--- config.mk ---
export PLATFORM = sky130hd
export DESIGN_NAME = periodic_task_dispatcher_flat
export DESIGN_NICKNAME = d
export VERILOG_FILES = /design/src/ptd_pkg.sv /design/src/ptd_if.sv /design/src/ptd_front.sv /design/src/ptd_queue.sv /design/src/ptd_rem.sv /design/src/ptd_back.sv /design/src/periodic_task_dispatcher.sv /design/src/flat_wrapper.sv
export SDC_FILE = /design/constraint.sdc
export NUM_CORES = 1
export LEC_CHECK = 0
export BUFFER_PORTS_ARGS = -buffer_cell sky130_fd_sc_hd__buf_2
export CAP_MARGIN = 30
export CORE_MARGIN = 1.5
export CORE_UTILIZATION = 60
export CTS_BUF_LIST = sky130_fd_sc_hd__clkbuf_4 sky130_fd_sc_hd__clkbuf_8
export DETAILED_ROUTE_END_ITERATION = 12
export HOLD_SLACK_MARGIN = 0.05
export PLACE_DENSITY_LB_ADDON = 0.08
export SYNTH_ARGS = -nofsm -noshare
export SYNTH_HDL_FRONTEND = slang
export SYNTH_HIERARCHICAL = 1
export SYNTH_SLANG_ARGS = --single-unit
export TNS_END_PERCENT = 30
--- constraint.sdc ---
create_clock -name clk -period 12.85 [get_ports clk]
set_input_delay 0 -clock clk [delete_from_list [all_inputs] [get_ports clk]]
set_output_delay 0 -clock clk [all_outputs]
set_load 0.005 [all_outputs]
--- src/ptd_pkg.sv ---
// ----------------------------------------------------------------------------
// ptd_pkg
// Shared types and constants of the periodic task dispatcher.
// ----------------------------------------------------------------------------
package ptd_pkg;

  localparam int NUM_SLOTS_DEF = 8;
  localparam int MAX_OUT       = 8;
  localparam int QUEUE_DEPTH   = 2;
  localparam int CMD_W         = 3;
  localparam int SLOT_W        = 3;
  localparam int PERIOD_W      = 16;

  localparam logic KIND_CREATE   = 1'b0;
  localparam logic KIND_DISPATCH = 1'b1;

  typedef enum logic [CMD_W-1:0] {
    CMD_CREATE  = 3'd0,
    CMD_SUSPEND = 3'd1,
    CMD_RESUME  = 3'd2,
    CMD_DELETE  = 3'd3,
    CMD_TICK    = 3'd4
  } cmd_t;

  typedef struct packed {
    cmd_t                op;
    logic                ok;
    logic [SLOT_W-1:0]   slot;
    logic [PERIOD_W-1:0] period;
  } op_entry_t;

  typedef struct packed {
    logic                start;
    logic [PERIOD_W-1:0] dividend;
    logic [PERIOD_W-1:0] divisor;
  } rem_req_t;

  typedef struct packed {
    logic busy;
    logic done;
    logic zero;
  } rem_rsp_t;

endpackage

--- src/ptd_if.sv ---
// ----------------------------------------------------------------------------
// ptd_if
// Request and response channels of the periodic task dispatcher.
// ----------------------------------------------------------------------------
interface ptd_req_if;
  logic                          valid;
  logic                          ready;
  logic [ptd_pkg::CMD_W-1:0]     cmd;
  logic [ptd_pkg::SLOT_W-1:0]    slot;
  logic [ptd_pkg::PERIOD_W-1:0]  period;

  modport source (output valid, output cmd, output slot, output period, input ready);
  modport sink   (input valid, input cmd, input slot, input period, output ready);
endinterface

interface ptd_rsp_if;
  logic                          valid;
  logic                          ready;
  logic                          kind;
  logic [ptd_pkg::SLOT_W-1:0]    task_index;
  logic                          error;
  logic                          last;

  modport source (output valid, output kind, output task_index, output error,
                  output last, input ready);
  modport sink   (input valid, input kind, input task_index, input error,
                  input last, output ready);
endinterface

--- src/ptd_front.sv ---
// ----------------------------------------------------------------------------
// ptd_front
// Accepts request words, checks the slot range and classifies the command.
// ----------------------------------------------------------------------------
module ptd_front #(
  parameter int NUM_SLOTS = ptd_pkg::NUM_SLOTS_DEF
) (
  ptd_req_if.sink                req,
  input  logic                   q_full,
  output logic                   push,
  output ptd_pkg::op_entry_t     push_data
);

  logic slot_ok;
  logic keep;

  assign slot_ok   = (6'(req.slot) < 6'(NUM_SLOTS));
  assign req.ready = !q_full;

  always_comb begin
    case (req.cmd)
      ptd_pkg::CMD_CREATE:  keep = 1'b1;
      ptd_pkg::CMD_SUSPEND: keep = slot_ok;
      ptd_pkg::CMD_RESUME:  keep = slot_ok;
      ptd_pkg::CMD_DELETE:  keep = slot_ok;
      ptd_pkg::CMD_TICK:    keep = 1'b1;
      default:              keep = 1'b0;
    endcase
  end

  assign push             = req.valid && req.ready && keep;
  assign push_data.op     = ptd_pkg::cmd_t'(req.cmd);
  assign push_data.ok     = slot_ok;
  assign push_data.slot   = req.slot;
  assign push_data.period = req.period;

endmodule

--- src/ptd_queue.sv ---
// ----------------------------------------------------------------------------
// ptd_queue
// Short first-in first-out queue of classified commands.
// ----------------------------------------------------------------------------
module ptd_queue #(
  parameter int DEPTH = ptd_pkg::QUEUE_DEPTH
) (
  input  logic                clk,
  input  logic                rst,
  input  logic                push,
  input  ptd_pkg::op_entry_t  push_data,
  output logic                full,
  input  logic                pop,
  output ptd_pkg::op_entry_t  pop_data,
  output logic                not_empty
);

  localparam int PTR_W = (DEPTH > 1) ? $clog2(DEPTH) : 1;
  localparam int CNT_W = $clog2(DEPTH + 1);

  ptd_pkg::op_entry_t entries [DEPTH];
  logic [PTR_W-1:0]   wr_ptr;
  logic [PTR_W-1:0]   rd_ptr;
  logic [CNT_W-1:0]   count;
  logic               do_push;
  logic               do_pop;

  assign full      = (count == CNT_W'(DEPTH));
  assign not_empty = (count != '0);
  assign do_push   = push && !full;
  assign do_pop    = pop && not_empty;
  assign pop_data  = entries[rd_ptr];

  always_ff @(posedge clk) begin
    if (rst) begin
      wr_ptr <= '0;
      rd_ptr <= '0;
      count  <= '0;
    end else begin
      if (do_push) begin
        entries[wr_ptr] <= push_data;
        wr_ptr <= (wr_ptr == PTR_W'(DEPTH - 1)) ? '0 : wr_ptr + 1'b1;
      end
      if (do_pop) begin
        rd_ptr <= (rd_ptr == PTR_W'(DEPTH - 1)) ? '0 : rd_ptr + 1'b1;
      end
      if (do_push && !do_pop) begin
        count <= count + 1'b1;
      end else if (do_pop && !do_push) begin
        count <= count - 1'b1;
      end
    end
  end

  a_no_overflow: assert property (@(posedge clk) disable iff (rst)
    count <= CNT_W'(DEPTH)) else $error("queue count beyond depth");

  a_push_room: assert property (@(posedge clk) disable iff (rst)
    push |-> !full) else $error("push into a full queue");

  a_pop_moves: assert property (@(posedge clk) disable iff (rst)
    (do_pop && !do_push) |=> (count == $past(count) - 1'b1))
    else $error("pop did not reduce the count");

endmodule

--- src/ptd_rem.sv ---
// ----------------------------------------------------------------------------
// ptd_rem
// Restoring remainder unit, one quotient bit per cycle.
// ----------------------------------------------------------------------------
module ptd_rem (
  input  logic               clk,
  input  logic               rst,
  input  ptd_pkg::rem_req_t  req,
  output ptd_pkg::rem_rsp_t  rsp
);

  localparam int W      = ptd_pkg::PERIOD_W;
  localparam int STEP_W = $clog2(W);

  logic              busy;
  logic              done;
  logic [STEP_W-1:0] step;
  logic [W:0]        rem;
  logic [W-1:0]      quo;
  logic [W-1:0]      dvs;
  logic [W:0]        trial;

  assign trial    = {rem[W-1:0], quo[W-1]};
  assign rsp.busy = busy;
  assign rsp.done = done;
  assign rsp.zero = (rem == '0);

  always_ff @(posedge clk) begin
    if (rst) begin
      busy <= 1'b0;
      done <= 1'b0;
      step <= '0;
    end else begin
      done <= 1'b0;
      if (req.start) begin
        busy <= 1'b1;
        step <= '0;
        rem  <= '0;
        quo  <= req.dividend;
        dvs  <= req.divisor;
      end else if (busy) begin
        rem  <= (trial >= {1'b0, dvs}) ? trial - {1'b0, dvs} : trial;
        quo  <= {quo[W-2:0], 1'b0};
        step <= step + 1'b1;
        if (step == STEP_W'(W - 1)) begin
          busy <= 1'b0;
          done <= 1'b1;
        end
      end
    end
  end

endmodule

--- src/ptd_back.sv ---
// ----------------------------------------------------------------------------
// ptd_back
// Holds the slot table and tick counter, executes commands and walks the slots.
// ----------------------------------------------------------------------------
module ptd_back #(
  parameter int NUM_SLOTS = ptd_pkg::NUM_SLOTS_DEF
) (
  input  logic                clk,
  input  logic                rst,
  input  logic                q_valid,
  input  ptd_pkg::op_entry_t  q_data,
  output logic                q_pop,
  ptd_rsp_if.source           rsp
);

  localparam int IDX_W = (NUM_SLOTS > 1) ? $clog2(NUM_SLOTS) : 1;
  localparam int N_W   = $clog2(ptd_pkg::MAX_OUT + 1);

  typedef enum logic [2:0] {S_IDLE, S_CHECK, S_WAIT, S_ADV, S_EMIT} state_t;

  state_t                         state;
  state_t                         ret;
  logic                           used   [NUM_SLOTS];
  logic                           susp   [NUM_SLOTS];
  logic [ptd_pkg::PERIOD_W-1:0]   period [NUM_SLOTS];
  logic [ptd_pkg::PERIOD_W-1:0]   tick_count;
  logic [IDX_W-1:0]               walk;
  logic [N_W-1:0]                 n;
  logic                           pend_valid;
  logic [IDX_W-1:0]               pend_idx;
  logic                           res_kind;
  logic [ptd_pkg::SLOT_W-1:0]     res_idx;
  logic                           res_err;
  logic                           res_last;
  logic                           out_valid;
  logic                           out_kind;
  logic [ptd_pkg::SLOT_W-1:0]     out_idx;
  logic                           out_err;
  logic                           out_last;

  logic [IDX_W-1:0]               cidx;
  logic [IDX_W-1:0]               rd_idx;
  logic                           rd_used;
  logic                           rd_susp;
  logic [ptd_pkg::PERIOD_W-1:0]   rd_period;
  logic                           create_err;
  logic                           eligible;
  logic                           out_free;
  ptd_pkg::rem_req_t              rem_req;
  ptd_pkg::rem_rsp_t              rem_rsp;

  assign cidx       = IDX_W'(q_data.slot);
  assign rd_idx     = (state == S_IDLE) ? cidx : walk;
  assign rd_used    = used[rd_idx];
  assign rd_susp    = susp[rd_idx];
  assign rd_period  = period[rd_idx];
  assign create_err = !q_data.ok || rd_used;
  assign eligible   = rd_used && !rd_susp && (rd_period != '0);
  assign out_free   = !out_valid || rsp.ready;
  assign q_pop      = (state == S_IDLE) && q_valid;

  assign rem_req.start    = (state == S_CHECK) && eligible;
  assign rem_req.dividend = tick_count;
  assign rem_req.divisor  = rd_period;

  ptd_rem u_rem (
    .clk (clk),
    .rst (rst),
    .req (rem_req),
    .rsp (rem_rsp)
  );

  assign rsp.valid      = out_valid;
  assign rsp.kind       = out_kind;
  assign rsp.task_index = out_idx;
  assign rsp.error      = out_err;
  assign rsp.last       = out_last;

  always_ff @(posedge clk) begin
    if (rst) begin
      state      <= S_IDLE;
      ret        <= S_IDLE;
      out_valid  <= 1'b0;
      tick_count <= '0;
      walk       <= '0;
      n          <= '0;
      pend_valid <= 1'b0;
      for (int i = 0; i < NUM_SLOTS; i++) begin
        used[i]   <= 1'b0;
        susp[i]   <= 1'b0;
        period[i] <= '0;
      end
    end else begin
      if (out_valid && rsp.ready && (state != S_EMIT)) begin
        out_valid <= 1'b0;
      end
      case (state)
        S_IDLE: begin
          if (q_valid) begin
            case (q_data.op)
              ptd_pkg::CMD_CREATE: begin
                res_kind <= ptd_pkg::KIND_CREATE;
                res_idx  <= q_data.slot;
                res_err  <= create_err;
                res_last <= 1'b1;
                if (!create_err) begin
                  used[cidx]   <= 1'b1;
                  period[cidx] <= q_data.period;
                end
                ret   <= S_IDLE;
                state <= S_EMIT;
              end
              ptd_pkg::CMD_SUSPEND: susp[cidx] <= 1'b1;
              ptd_pkg::CMD_RESUME:  susp[cidx] <= 1'b0;
              ptd_pkg::CMD_DELETE:  used[cidx] <= 1'b0;
              ptd_pkg::CMD_TICK: begin
                tick_count <= tick_count + 1'b1;
                walk       <= '0;
                n          <= '0;
                pend_valid <= 1'b0;
                state      <= S_CHECK;
              end
              default: ;
            endcase
          end
        end
        S_CHECK: begin
          state <= eligible ? S_WAIT : S_ADV;
        end
        S_WAIT: begin
          if (rem_rsp.done) begin
            if (rem_rsp.zero) begin
              n          <= n + 1'b1;
              pend_idx   <= walk;
              pend_valid <= 1'b1;
              if (pend_valid) begin
                res_kind <= ptd_pkg::KIND_DISPATCH;
                res_idx  <= ptd_pkg::SLOT_W'(pend_idx);
                res_err  <= 1'b0;
                res_last <= 1'b0;
                ret      <= S_ADV;
                state    <= S_EMIT;
              end else begin
                state <= S_ADV;
              end
            end else begin
              state <= S_ADV;
            end
          end
        end
        S_ADV: begin
          if (n == N_W'(ptd_pkg::MAX_OUT) || walk == IDX_W'(NUM_SLOTS - 1)) begin
            pend_valid <= 1'b0;
            if (pend_valid) begin
              res_kind <= ptd_pkg::KIND_DISPATCH;
              res_idx  <= ptd_pkg::SLOT_W'(pend_idx);
              res_err  <= 1'b0;
              res_last <= 1'b1;
              ret      <= S_IDLE;
              state    <= S_EMIT;
            end else begin
              state <= S_IDLE;
            end
          end else begin
            walk  <= walk + 1'b1;
            state <= S_CHECK;
          end
        end
        S_EMIT: begin
          if (out_free) begin
            out_valid <= 1'b1;
            out_kind  <= res_kind;
            out_idx   <= res_idx;
            out_err   <= res_err;
            out_last  <= res_last;
            state     <= ret;
          end
        end
        default: state <= S_IDLE;
      endcase
    end
  end

  a_count_cap: assert property (@(posedge clk) disable iff (rst)
    n <= N_W'(ptd_pkg::MAX_OUT)) else $error("dispatch count beyond limit");

  a_rem_free: assert property (@(posedge clk) disable iff (rst)
    rem_req.start |-> !rem_rsp.busy) else $error("remainder unit restarted while busy");

  a_idle_clean: assert property (@(posedge clk) disable iff (rst)
    (state == S_IDLE) |-> !pend_valid) else $error("pending dispatch left after walk");

  a_wait_busy: assert property (@(posedge clk) disable iff (rst)
    (state == S_WAIT) |-> (rem_rsp.busy || rem_rsp.done))
    else $error("waiting on an idle remainder unit");

endmodule

--- src/periodic_task_dispatcher.sv ---
// ----------------------------------------------------------------------------
// periodic_task_dispatcher
// Task slot table with a periodic tick that dispatches every due slot.
// ----------------------------------------------------------------------------
// A create word is answered by a registered status word; suspend, resume and
// delete only update the slot table in the back end.
// A tick walks the slots in order, runs the bit-serial remainder for each live
// running slot with a nonzero period and sends a dispatch word per due slot.
// A two-word queue lets the front accept during a walk.
// Synchronous reset empties the table, marks slots running, clears the rest.
module periodic_task_dispatcher #(
  parameter int NUM_SLOTS = ptd_pkg::NUM_SLOTS_DEF
) (
  input  logic        clk,
  input  logic        rst,
  ptd_req_if.sink     req,
  ptd_rsp_if.source   rsp
);

  logic                q_full;
  logic                q_push;
  ptd_pkg::op_entry_t  q_push_data;
  logic                q_pop;
  ptd_pkg::op_entry_t  q_pop_data;
  logic                q_valid;

  ptd_front #(.NUM_SLOTS(NUM_SLOTS)) u_front (
    .req       (req),
    .q_full    (q_full),
    .push      (q_push),
    .push_data (q_push_data)
  );

  ptd_queue #(.DEPTH(ptd_pkg::QUEUE_DEPTH)) u_queue (
    .clk       (clk),
    .rst       (rst),
    .push      (q_push),
    .push_data (q_push_data),
    .full      (q_full),
    .pop       (q_pop),
    .pop_data  (q_pop_data),
    .not_empty (q_valid)
  );

  ptd_back #(.NUM_SLOTS(NUM_SLOTS)) u_back (
    .clk     (clk),
    .rst     (rst),
    .q_valid (q_valid),
    .q_data  (q_pop_data),
    .q_pop   (q_pop),
    .rsp     (rsp)
  );

endmodule
--- src/flat_wrapper.sv ---
// flat-port wrapper written by rule: the top's interface ports become plain ports
module periodic_task_dispatcher_flat 
#(
  parameter int NUM_SLOTS = ptd_pkg::NUM_SLOTS_DEF
)
  (clk, rst, req_valid, req_cmd, req_slot, req_period, req_ready, rsp_valid, rsp_kind, rsp_task_index, rsp_error, rsp_last, rsp_ready);
  ptd_req_if req_i ();
  ptd_rsp_if rsp_i ();
  input  logic clk;
  input  logic rst;
  input wire logic [$bits(req_i.valid)-1:0] req_valid;
  input wire logic [$bits(req_i.cmd)-1:0] req_cmd;
  input wire logic [$bits(req_i.slot)-1:0] req_slot;
  input wire logic [$bits(req_i.period)-1:0] req_period;
  output wire logic [$bits(req_i.ready)-1:0] req_ready;
  output wire logic [$bits(rsp_i.valid)-1:0] rsp_valid;
  output wire logic [$bits(rsp_i.kind)-1:0] rsp_kind;
  output wire logic [$bits(rsp_i.task_index)-1:0] rsp_task_index;
  output wire logic [$bits(rsp_i.error)-1:0] rsp_error;
  output wire logic [$bits(rsp_i.last)-1:0] rsp_last;
  input wire logic [$bits(rsp_i.ready)-1:0] rsp_ready;
  assign req_i.valid = req_valid;
  assign req_i.cmd = req_cmd;
  assign req_i.slot = req_slot;
  assign req_i.period = req_period;
  assign req_ready = req_i.ready;
  assign rsp_valid = rsp_i.valid;
  assign rsp_kind = rsp_i.kind;
  assign rsp_task_index = rsp_i.task_index;
  assign rsp_error = rsp_i.error;
  assign rsp_last = rsp_i.last;
  assign rsp_i.ready = rsp_ready;
  periodic_task_dispatcher #(.NUM_SLOTS(NUM_SLOTS)) u_core (.clk(clk), .rst(rst), .req(req_i), .rsp(rsp_i));
endmodule
== Word-level counts from Yosys, hierarchy flattened ==
Memory sizes are Yosys's and may differ from the RTL's. A register that Yosys moved wholly into a read port is not among the register bits.
Cells that the tools add are included.
Widths: inputs -> output; s select.
Word-level totals
  register bits: 105
  RAM bits: 188
  input port bits: 26
  output and inout bits: 8
  logic and storage cells: 239
  memories kept: 4
Operators by class
  $add $sub $neg: 9
  order comparisons: 1
  eq/ne operators: 28
  multiplexer cells: 118
  bitwise gates (word level): 4
  reduce and logical (&&, ||, !) cells: 50
Memory list
  u_core.u_back.period: depth 8, width 16, read ports 1, clocked after memory_dff 0, wr ports 8, RTL line ptd_back.sv:25  | logic [ptd_pkg::PERIOD_W-1:0] period [NUM_SLOTS];
  u_core.u_queue.entries: depth 2, width 22, read ports 1, clocked after memory_dff 1, wr ports 1, RTL line ptd_queue.sv:21  | ptd_pkg::op_entry_t entries [DEPTH];
  u_core.u_back.susp: depth 8, width 1, read ports 1, clocked after memory_dff 0, wr ports 8, RTL line ptd_back.sv:24  | logic susp [NUM_SLOTS];
  u_core.u_back.used: depth 8, width 1, read ports 1, clocked after memory_dff 0, wr ports 8, RTL line ptd_back.sv:23  | logic used [NUM_SLOTS];
Operators with widths (number)
  $mux 3: 27
  $mux 1: 70
  $mux 16: 3
  $mux 17: 2
  $eq 3x2->1 const B: 6
  $pmux 3 s3: 2
  $ge 17x16->1: 1
  $logic_not 17->1: 1
  $sub 17x16->17: 1
  $add 16x1->16 const B: 1
  $mux 4: 4
  $reduce_bool 16->1: 1
  $reduce_or 16->1: 1
  $pmux 3 s5: 1
  $ne 2x2->1 const B: 7
  $eq 3x3->1 const B: 4
  $logic_and 1x1->1: 12
  $pmux 1 s3: 4
  $pmux 3 s2: 2
  $reduce_and 4->1: 3
  $reduce_bool 2->1: 5
  $eq 3x1->1 const B: 3
  $logic_not 3->1: 3
  $reduce_and 9->1: 1
  28 further kinds: 45

== Longest topological paths before layout ==
Gate-level depths: netlist of the first run.
An unclocked memory read counts as a cell.
  depth in word-level cells: 13
  mapped depth: 17
  depth with buffers taken out: 12

== Cells and area by module ==
Netlist of the first run, hierarchy kept.
Modules (own cells, without submodules)
  ptd_back: times used 1, cells each 829, area an instance 9965.8 sq um, seq. area each 5355.1 sq um
  ptd_rem: times used 1, cells each 297, area an instance 3246.9 sq um, seq. area each 1591.5 sq um
  ptd_queue: times used 1, cells each 97, area an instance 1879.3 sq um, seq. area each 1481.4 sq um
  ptd_front: times used 1, cells each 27, area an instance 191.4 sq um, seq. area each 0.0 sq um

== Worst setup path after synthesis of the first run ==
No wires, ideal clock.
  kind: register -> register
  start: register (tool-made name)
  end: register u_core.u_back.u_rem.quo[0] (enable)
  library setup time: 0.424 ns
  arrival: 4.290 ns
  data required time: 12.426 ns
  slack: 8.136 ns
  cell stages (with the launch flop): 13
  path buffers: 4
  period minus slack after synthesis: 4.714 ns
  cell sequence: dfxtp_1 > buf_2 > mux2_2 > buf_2 > nor4b_4 > nor2_1 > clkbuf_1 > a31oi_1 > mux4_2 > nor4_1 > clkbuf_1 > nor2_1 > nor2_1
RTL lines
  end signal: assignment: RTL line ptd_rem.sv:39  | quo <= req.dividend;
  end signal: assignment: RTL line ptd_rem.sv:43  | quo <= {quo[W-2:0], 1'b0};
  end: declaration: RTL line ptd_rem.sv:19  | logic [W-1:0] quo;

==> results.md, run 1 <==
* Outcome: finished, final reports clean
* Synthesized instance count at 1249
* Worst ir drop on vdd at 97.4 µV
* Commonest non-fill, non-tap cell in the layout: edfxtp_1
* WP data required at 13080 ps
* Worst Path Class, Setup: flop to flop
* First-pass GRT wire length at 58600 µm
* Min-delay src: req_period[14]
* PnR Total Power at 2370 µW
* # port buffers at 33
* Longest Clk Path Bufs at 3
* Min-delay worst type: primary input to flop
* Worst setup EP type: flop
* DR WL/cell at 23.3 µm
* Global Route Usage Sum at 30.0%
* Slowest CP cell: nor2_2
* Multi-input gate area at 0.00616 mm²
* Final worst path period share at 42.4%
* Final-report setup violation count at 0
* I/O pins at 34
* Setup Total Neg Slack at 0 ps
* Final Hold Viols at 0
* Crit path launch type: flop
* Core area at 0.0251 mm²
* Initial antenna violation count at 1
* Skew final at 25.1 ps
* Slew Viols, Final at 0
* TritonCTS Buffers at 50
* Clk_lat worst skew at 570 ps
* Residual DRC at 0
* Syn nets at 1299
* Crit path max fanout at 37
* CTS tree: yes
* WP data arrival at 5680 ps
* Synth Cell Area at 0.0153 mm²
* Fill count at 1941
* H-Tree Depth at 2
* Final HPWL DP at 27200 µm
* Drt pass-1 iters at 5
* Initial DRC Count at 918
* Pre-CTS setup slack at 7470 ps
* Via density at 6.25
* Routed Antenna Nets at 0
* Via count of the first global-routing pass at 10100
* GPL Wtd Cong at 1.03
* Crit path largest cell delay at 640 ps
* Synth warnings at 6
* CTS sink count at 294
* Die height at 163 µm
* Largest net degree at the start of global routing at 50
* Crit path buf inv count at 4
* CTS root buf: clkbuf_8
* Final Critical Period at 5450 ps
* Most frequent cells in the layout: edfxtp_1 (254), and2_1 (133), nand2_1 (93)
* Resize count post-CTS at 0
* Storage cell area at 0.00843 mm²
* Number of setup buffers added after CTS at 0
* Final WS setup at 7400 ps
* CP top delay family: simple AND/OR/NAND/NOR gates
* Max-slew headroom at 38.0%
* Post-Place Cells at 1535
* Max Freq at 184 MHz
* Detailed Route WL at 38500 µm
* CTS Hold Bufs at 25
* Cells along the critical path: buf_4, mux2_2, or4b_1, nand2_1, buf_4, a211oi_1, o31ai_1, nor4_1, and3_1, nor4_2, buf_4, nor2_1, nor2_2, buf_4
* Top cell by count, worst path: buf_4
* Horiz. Die Dim at 163 µm
* Pleak at 0.00593 µW
* Reg clk slew, reported paths at 60 ps
* Area delta synth->final at 9.21%
* Die ar. at 0.0264 mm²
* RSZ-0062 raised after global routing: false
* Syn avg cell area at 12.2 µm²
* Row cnt at 58
* Layout cells sized above 1 at 19.4%
* P per Cell Area at 142 mW/mm²
* Initial Util at 60.8%
* Post-Layout Cell Count at 1650
* NumNets Final at 1332
* Via count at 10300
* Slew at the pin with the worst max-slew slack at 928 ps
* Max_cap viols at 0
* Grt ovf at 0
## power by group
group / internal (µW) / total [µW] / switching [µW] / leakage (µW)
clock network: 470 / 836 / 366 / 0.000535
logic: 159 / 437 / 278 / 0.00259
registers: 1080 / 1100 / 23.3 / 0.00280
## routing by layer
metal | global-route usage, % | share of wire [%] | up-vias | routed length (µm)
li1 | - | - | 4707 | -
met1 | 40.5 | 42 | 5093 | 16200
met2 | 48.1 | 47 | 419 | 18000
met3 | 5.40 | 7.0 | 97 | 2710
met4 | 12.8 | 4.2 | 0 | 1620
met5 | 0 | 0 | - | 0
## metrics by stage
stage / utilization (%) / hold WS, ps / area [µm²]
4_1_cts: 66.4 / 118 / 16700
2_1_floorplan: - / 69.1 / 15300
3_3_place_gp: 61.4 / 187 / 15400
5_1_grt: 66.4 / 129 / 16700
6_report: 66.4 / 148 / 16700
3_5_place_dp: 61.5 / 191 / 15400
## area by class of cell
class | instances | share of cell area, %
timing repair buffer | 76 | 3.30
antenna | 1 | 0.0150
clock inverter | 14 | 0.555
multi-input combinational | 827 | 37.0
inverter | 33 | 0.743
tap | 330 | 2.48
clock buffer | 75 | 5.44
sequential | 294 | 50.5
## sequential cells by signal (all words and copies together) (netlist names), 2 cells and up, named ones only
register	flops
u_core/u_back/n	4
u_core/u_back/pend_idx	3
u_core/u_back/period	128
u_core/u_back/res_idx	3
u_core/u_back/rsp.task_index	3
u_core/u_back/state	3
u_core/u_back/susp	8
u_core/u_back/tick_count	16
u_core/u_back/u_rem/dvs	16
u_core/u_back/u_rem/quo	16
u_core/u_back/u_rem/rem	17
u_core/u_back/u_rem/step	4
u_core/u_back/used	8
u_core/u_back/walk	3
u_core/u_queue/count	2
u_core/u_queue/entries	46
## worst register-to-register path, cell delays in order (launching register included)
cell and delay [ps]:
dfxtp_1 310, buf_4 350, mux2_2 360, or4b_1 640, nand2_1 390, buf_4 440
a211oi_1 130, o31ai_1 400, nor4_1 120, and3_1 240, nor4_2 220, buf_4 410
nor2_1 100, nor2_2 640, buf_4 390
## final timing paths
| path | to | slack [ps] | cells after the start |
|---|---|---|---|
| setup reg to reg | u_core/u_back/u_rem/rem[14]$_SDFFCE_PP0P_ | 7400 | 14 |
| hold / removal | u_core/u_queue/entries[1][14]$_DFFE_PP_ | 150 | 2 |
| setup / recovery | u_core/u_back/u_rem/rem[14]$_SDFFCE_PP0P_ | 7400 | 14 |
| hold reg to reg | u_core/u_back/rsp.task_index[2]$_DFFE_PP_ | 420 | 0 |
Note: power is estimated with default switching activity, not from simulation.
==> run 2, diff against run 1 <==
Settings changed: CORE_UTILIZATION 60 to 59.
Clock period 12.85 ns to 4.4 ns, I/O delays scaled along.
==> results.md, run 2 (synthesis gave the netlist of run 1 again) <==
* Commonest non-fill, non-tap cell in the layout: edfxtp_1
* I/O pins at 34
* CTS sink count at 294
* Worst setup EP type: flop
* RSZ-0062 raised after global routing: false
* Final Critical Period at 4090 ps
* Core area at 0.0253 mm²
* Routed Antenna Nets at 0
* Pre-CTS setup slack at 367 ps
* Fill count at 1907
* Storage cell area at 0.00843 mm²
* Initial Util at 60.3%
* Slew Viols, Final at 0
* First-pass GRT wire length at 54800 µm
* GPL Wtd Cong at 0.924
* Worst ir drop on vdd at 295 µV
* Max_cap viols at 0
* Grt ovf at 0
* Horiz. Die Dim at 164 µm
* CP top delay family: simple AND/OR/NAND/NOR gates
* Via count at 10200
* Antenna cells at 0
* Crit path buf inv count at 3
* DR WL/cell at 21.2 µm
* Via count of the first global-routing pass at 9907
* Die height at 164 µm
* Slew at the pin with the worst max-slew slack at 774 ps
* CTS tree: yes
* TritonCTS Buffers at 49
* Drt pass-1 iters at 5
* Min-delay src: rst
* WHS at 102 ps
* H-Tree Depth at 2
* Final WS setup at 314 ps
* Resize count post-CTS at 0
* Cells along the critical path: mux2_2, or4b_4, nand2_4, mux4_2, mux2_2, nor4_1, and3_1, nor4_2, buf_4, inv_1, nor2_1, buf_4, nor2_1, a21boi_0
* Longest Clk Path Bufs at 3
* Detailed Route WL at 35600 µm
* WP data arrival at 4520 ps
* P per Cell Area at 407 mW/mm²
* Largest net degree at the start of global routing at 70
* Residual DRC at 0
* CTS root buf: clkbuf_8
* # port buffers at 33
* Crit path launch type: flop
* Layout cells sized above 1 at 21.0%
* Global Route Usage Sum at 27.0%
* Number of setup buffers added after CTS at 0
* PnR Total Power at 6890 µW
* Max Freq at 245 MHz
* Outcome: finished, final reports clean
* Final-report setup violation count at 0
* Largest Register: u_core/u_back/period
* Row cnt at 58
* Pleak at 0.00607 µW
* Area delta synth->final at 10.7%
* Multi-input gate area at 0.00616 mm²
* Via density at 6.08
* Final HPWL DP at 24800 µm
* Reg clk slew, reported paths at 60 ps
* WP data required at 4830 ps
* Slowest CP cell: or4b_4
* Min-delay worst type: primary input to flop
* Crit path max fanout at 32
* NumNets Final at 1362
* Initial antenna violation count at 0
* Final Hold Viols at 0
* Die ar. at 0.0269 mm²
* Most frequent cells in the layout: edfxtp_1 (254), and2_1 (133), nand2_1 (93)
* Top flop regs: u_core/u_back/period (128), u_core/u_queue/entries (46), u_core/u_back/u_rem/rem (17)
* Setup Total Neg Slack at 0 ps
* Initial DRC Count at 1125
* Final worst path period share at 92.9%
* Max reg flops at 128
* Crit path largest cell delay at 550 ps
* Max-slew headroom at 48.0%
* Worst Path Class, Setup: flop to flop
* Skew final at 23.2 ps
* Clk_lat worst skew at 560 ps
run 2: worst paths after layout:
| check | depth (start not counted) | end | slack (ps) |
|---|---|---|---|
| worst min-delay path | 3 | u_core/u_queue/rd_ptr$_SDFFE_PP0P_ | 100 |
| worst min register to register | 0 | u_core/u_back/rsp.task_index[1]$_DFFE_PP_ | 420 |
| worst max-delay path | 14 | u_core/u_back/u_rem/busy$_SDFF_PP0_ | 310 |
| worst max register to register | 14 | u_core/u_back/u_rem/busy$_SDFF_PP0_ | 310 |
run 2: layout make-up:
class                   instances  area share (%)
flip-flops and latches        294            49.8
repair buffers                107            4.73
clock inverters                24            1.16
multi-input cells             827            36.5
inverters                      33           0.732
clock buffers                  63            4.65
well taps                     330            2.44
run 2: routing by layer:
metal	track usage [%]	part of all wire [%]	up-vias
met4	10.0	3.4	0
met5	0	0	-
met2	44.3	47	424
met3	4.14	6.7	98
li1	-	-	4763
met1	36.6	43	4912
run 2: where the power goes:
part	internal [µW]	switching (µW)
combinational	498	758
sequential	3150	62.5
clock	1350	1070
run 2: what timing repair did:
item                                   CTS  global route
hold buffers                            24             0
endpoints found under the hold margin   47             0
setup endpoints to repair                0             0
run 2: worst reg2reg max path, delay by kind of cell, from the launching register on:
kind / cells / cell delay [ps]
AOI/OAI and AO/OA: 1 / 70
muxes: 3 / 1230
DFF: 1 / 410
buffers and inverters: 3 / 720
and+or+nand+nor: 7 / 1550
run 2: through the flow:
stage,std cells,util [%],instance area [µm²]
after CTS,1678,66.8,16900
after global routing,1678,66.8,16900
after detailed placement,1567,62.0,15700
final,1678,66.8,16900
after floorplan,1249,-,15300
after global placement,1566,61.9,15700
==> run 3, diff against run 2 <==
Settings changed: RECOVER_POWER set to 100.
==> results.md, run 3 (synthesis gave the netlist of run 1 again) <==
* GPL Wtd Cong at 0.924
* Max Freq at 240 MHz
* P per Cell Area at 409 mW/mm²
* Routed Antenna Nets at 0
* H-Tree Depth at 2
* Initial antenna violation count at 0
* Slew at the pin with the worst max-slew slack at 1600 ps
* Top flop regs: u_core/u_back/period (128), u_core/u_queue/entries (46), u_core/u_back/u_rem/rem (17)
* Slew Viols, Final at 48
* Outcome: finished with violations
* CTS tree: yes
* Fill count at 1942
* I/O pins at 34
* Reg clk slew, reported paths at 60 ps
* Residual DRC at 0
* First-pass GRT wire length at 54800 µm
* Clk_lat worst skew at 570 ps
* Grt ovf at 0
* Worst Path Class, Setup: flop to flop
* Worst ir drop on vdd at 294 µV
* RSZ-0062 raised after global routing: false
* Storage cell area at 0.00843 mm²
* WP data arrival at 4340 ps
* Skew final at 21.8 ps
* Pleak at 0.00594 µW
* Via count at 10200
* Crit path max fanout at 12
* CTS root buf: clkbuf_8
* Commonest non-fill, non-tap cell in the layout: edfxtp_1
* Die height at 164 µm
* Drt pass-1 iters at 6
* Longest Clk Path Bufs at 3
* Largest Register: u_core/u_back/period
* Detailed Route WL at 35500 µm
* WP data required at 4580 ps
* Via count of the first global-routing pass at 9907
* # port buffers at 33
* Via density at 6.05
* Multi-input gate area at 0.00613 mm²
* Global Route Usage Sum at 27.0%
* Most frequent cells in the layout: edfxtp_1 (254), and2_1 (97), nand2_1 (93)
* Max_cap viols at 2
* Worst setup EP type: flop
* Area delta synth->final at 9.96%
* Antenna cells at 0
* Setup Total Neg Slack at 0 ps
* Initial DRC Count at 1059
* Core area at 0.0253 mm²
* Crit path launch type: flop
* Layout cells sized above 1 at 18.5%
* Final Hold Viols at 0
* Max-slew headroom at -6.88%
* CTS sink count at 294
* TritonCTS Buffers at 49
* Largest net degree at the start of global routing at 70
* Final core occ at 66.3%
* Initial Util at 60.3%
* Final worst path period share at 94.6%
* DR WL/cell at 21.2 µm
* Min-delay worst type: primary input to flop
* Final HPWL DP at 24800 µm
* Max reg flops at 128
* NumNets Final at 1362
* Horiz. Die Dim at 164 µm
* Die ar. at 0.0269 mm²
* Final-report setup violation count at 0
* Final Critical Period at 4160 ps
* Failing checks: capacitance limit, slew limit
* Row cnt at 58
run 3: cell count changes in the layout (fill, tap and decap cells not counted), moves of 3 or more:
| cell | previous run | this run |
|---|---|---|
| clkbuf_2 | 0 | 10 |
| buf_2 | 33 | 15 |
| and2_1 | 133 | 97 |
| nor3b_1 | 6 | 9 |
| buf_4 | 48 | 30 |
| nor3b_2 | 3 | 0 |
| and2_0 | 0 | 36 |
| clkbuf_1 | 0 | 26 |
run 3: layout make-up:
type	instances	area share (%)
Multi-Input combinational cell	827	36.5
Clock buffer	63	4.68
Sequential cell	294	50.2
Clock inverter	24	1.17
Timing Repair Buffer	107	4.31
Tap cell	330	2.46
Inverter	33	0.737
run 3: worst max-delay path, cell delays in order, from the launching register on:
cell	delay, ps
dfxtp_1	450
buf_4	260
nor3_4	470
and2_0	310
nor3b_1	440
nor3b_1	310
o2111ai_2	620
nor2_4	290
or2_1	140
clkbuf_1	490
run 3: routing by layer:
metal | GRT usage (%) | up-vias | share of wire, %
li1 | - | 4754 | -
met1 | 36.6 | 4883 | 42
met2 | 44.3 | 435 | 48
met3 | 4.14 | 81 | 7.1
met4 | 10.0 | 0 | 2.9
met5 | 0 | - | 0
run 3: where the power goes:
group | internal (µW) | leakage, µW | switching (µW)
Sequential | 3150 | 0.00280 | 62.0
Clock | 1350 | 0.000513 | 1070
Combinational | 479 | 0.00262 | 751
Total | 4980 | 0.00594 | 1890
run 3: timing repair:
action | CTS | global route
hold buffers | 24 | 0
endpoints found under the hold margin | 47 | 0
setup buffers | 0 | 0
gates resized for setup | 0 | 0
run 3: metrics by stage:
stage / cell area [µm²] / setup slack (ps) / power [µW] / std cells / hold WS, ps
4_1_cts: 16900 / 335 / 6930 / 1678 / 80.8
3_5_place_dp: 15700 / 367 / 4490 / 1567 / 191
2_1_floorplan: 15300 / 240 / 4130 / 1249 / 69.1
5_1_grt: 16800 / 67.7 / 7130 / 1678 / 90.8
6_report: 16800 / 239 / 6870 / 1678 / 89.8
3_3_place_gp: 15700 / 196 / 4480 / 1566 / 187
run 3: path summary, 6_finish.rpt:
kind / endpoint / cells past startpoint / start / slack (ps)
worst max-delay path: u_core/u_back/period[3][14]$_SDFFCE_PN0P_ / 9 / u_core/u_back/state[0]$_SDFFE_PP0P_ / 240
worst min register to register: u_core/u_back/rsp.task_index[1]$_DFFE_PP_ / 0 / u_core/u_back/res_idx[1]$_DFFE_PP_ / 420
worst max register to register: u_core/u_back/period[3][14]$_SDFFCE_PN0P_ / 9 / u_core/u_back/state[0]$_SDFFE_PP0P_ / 240
worst min-delay path: u_core/u_queue/rd_ptr$_SDFFE_PP0P_ / 3 / rst / 90
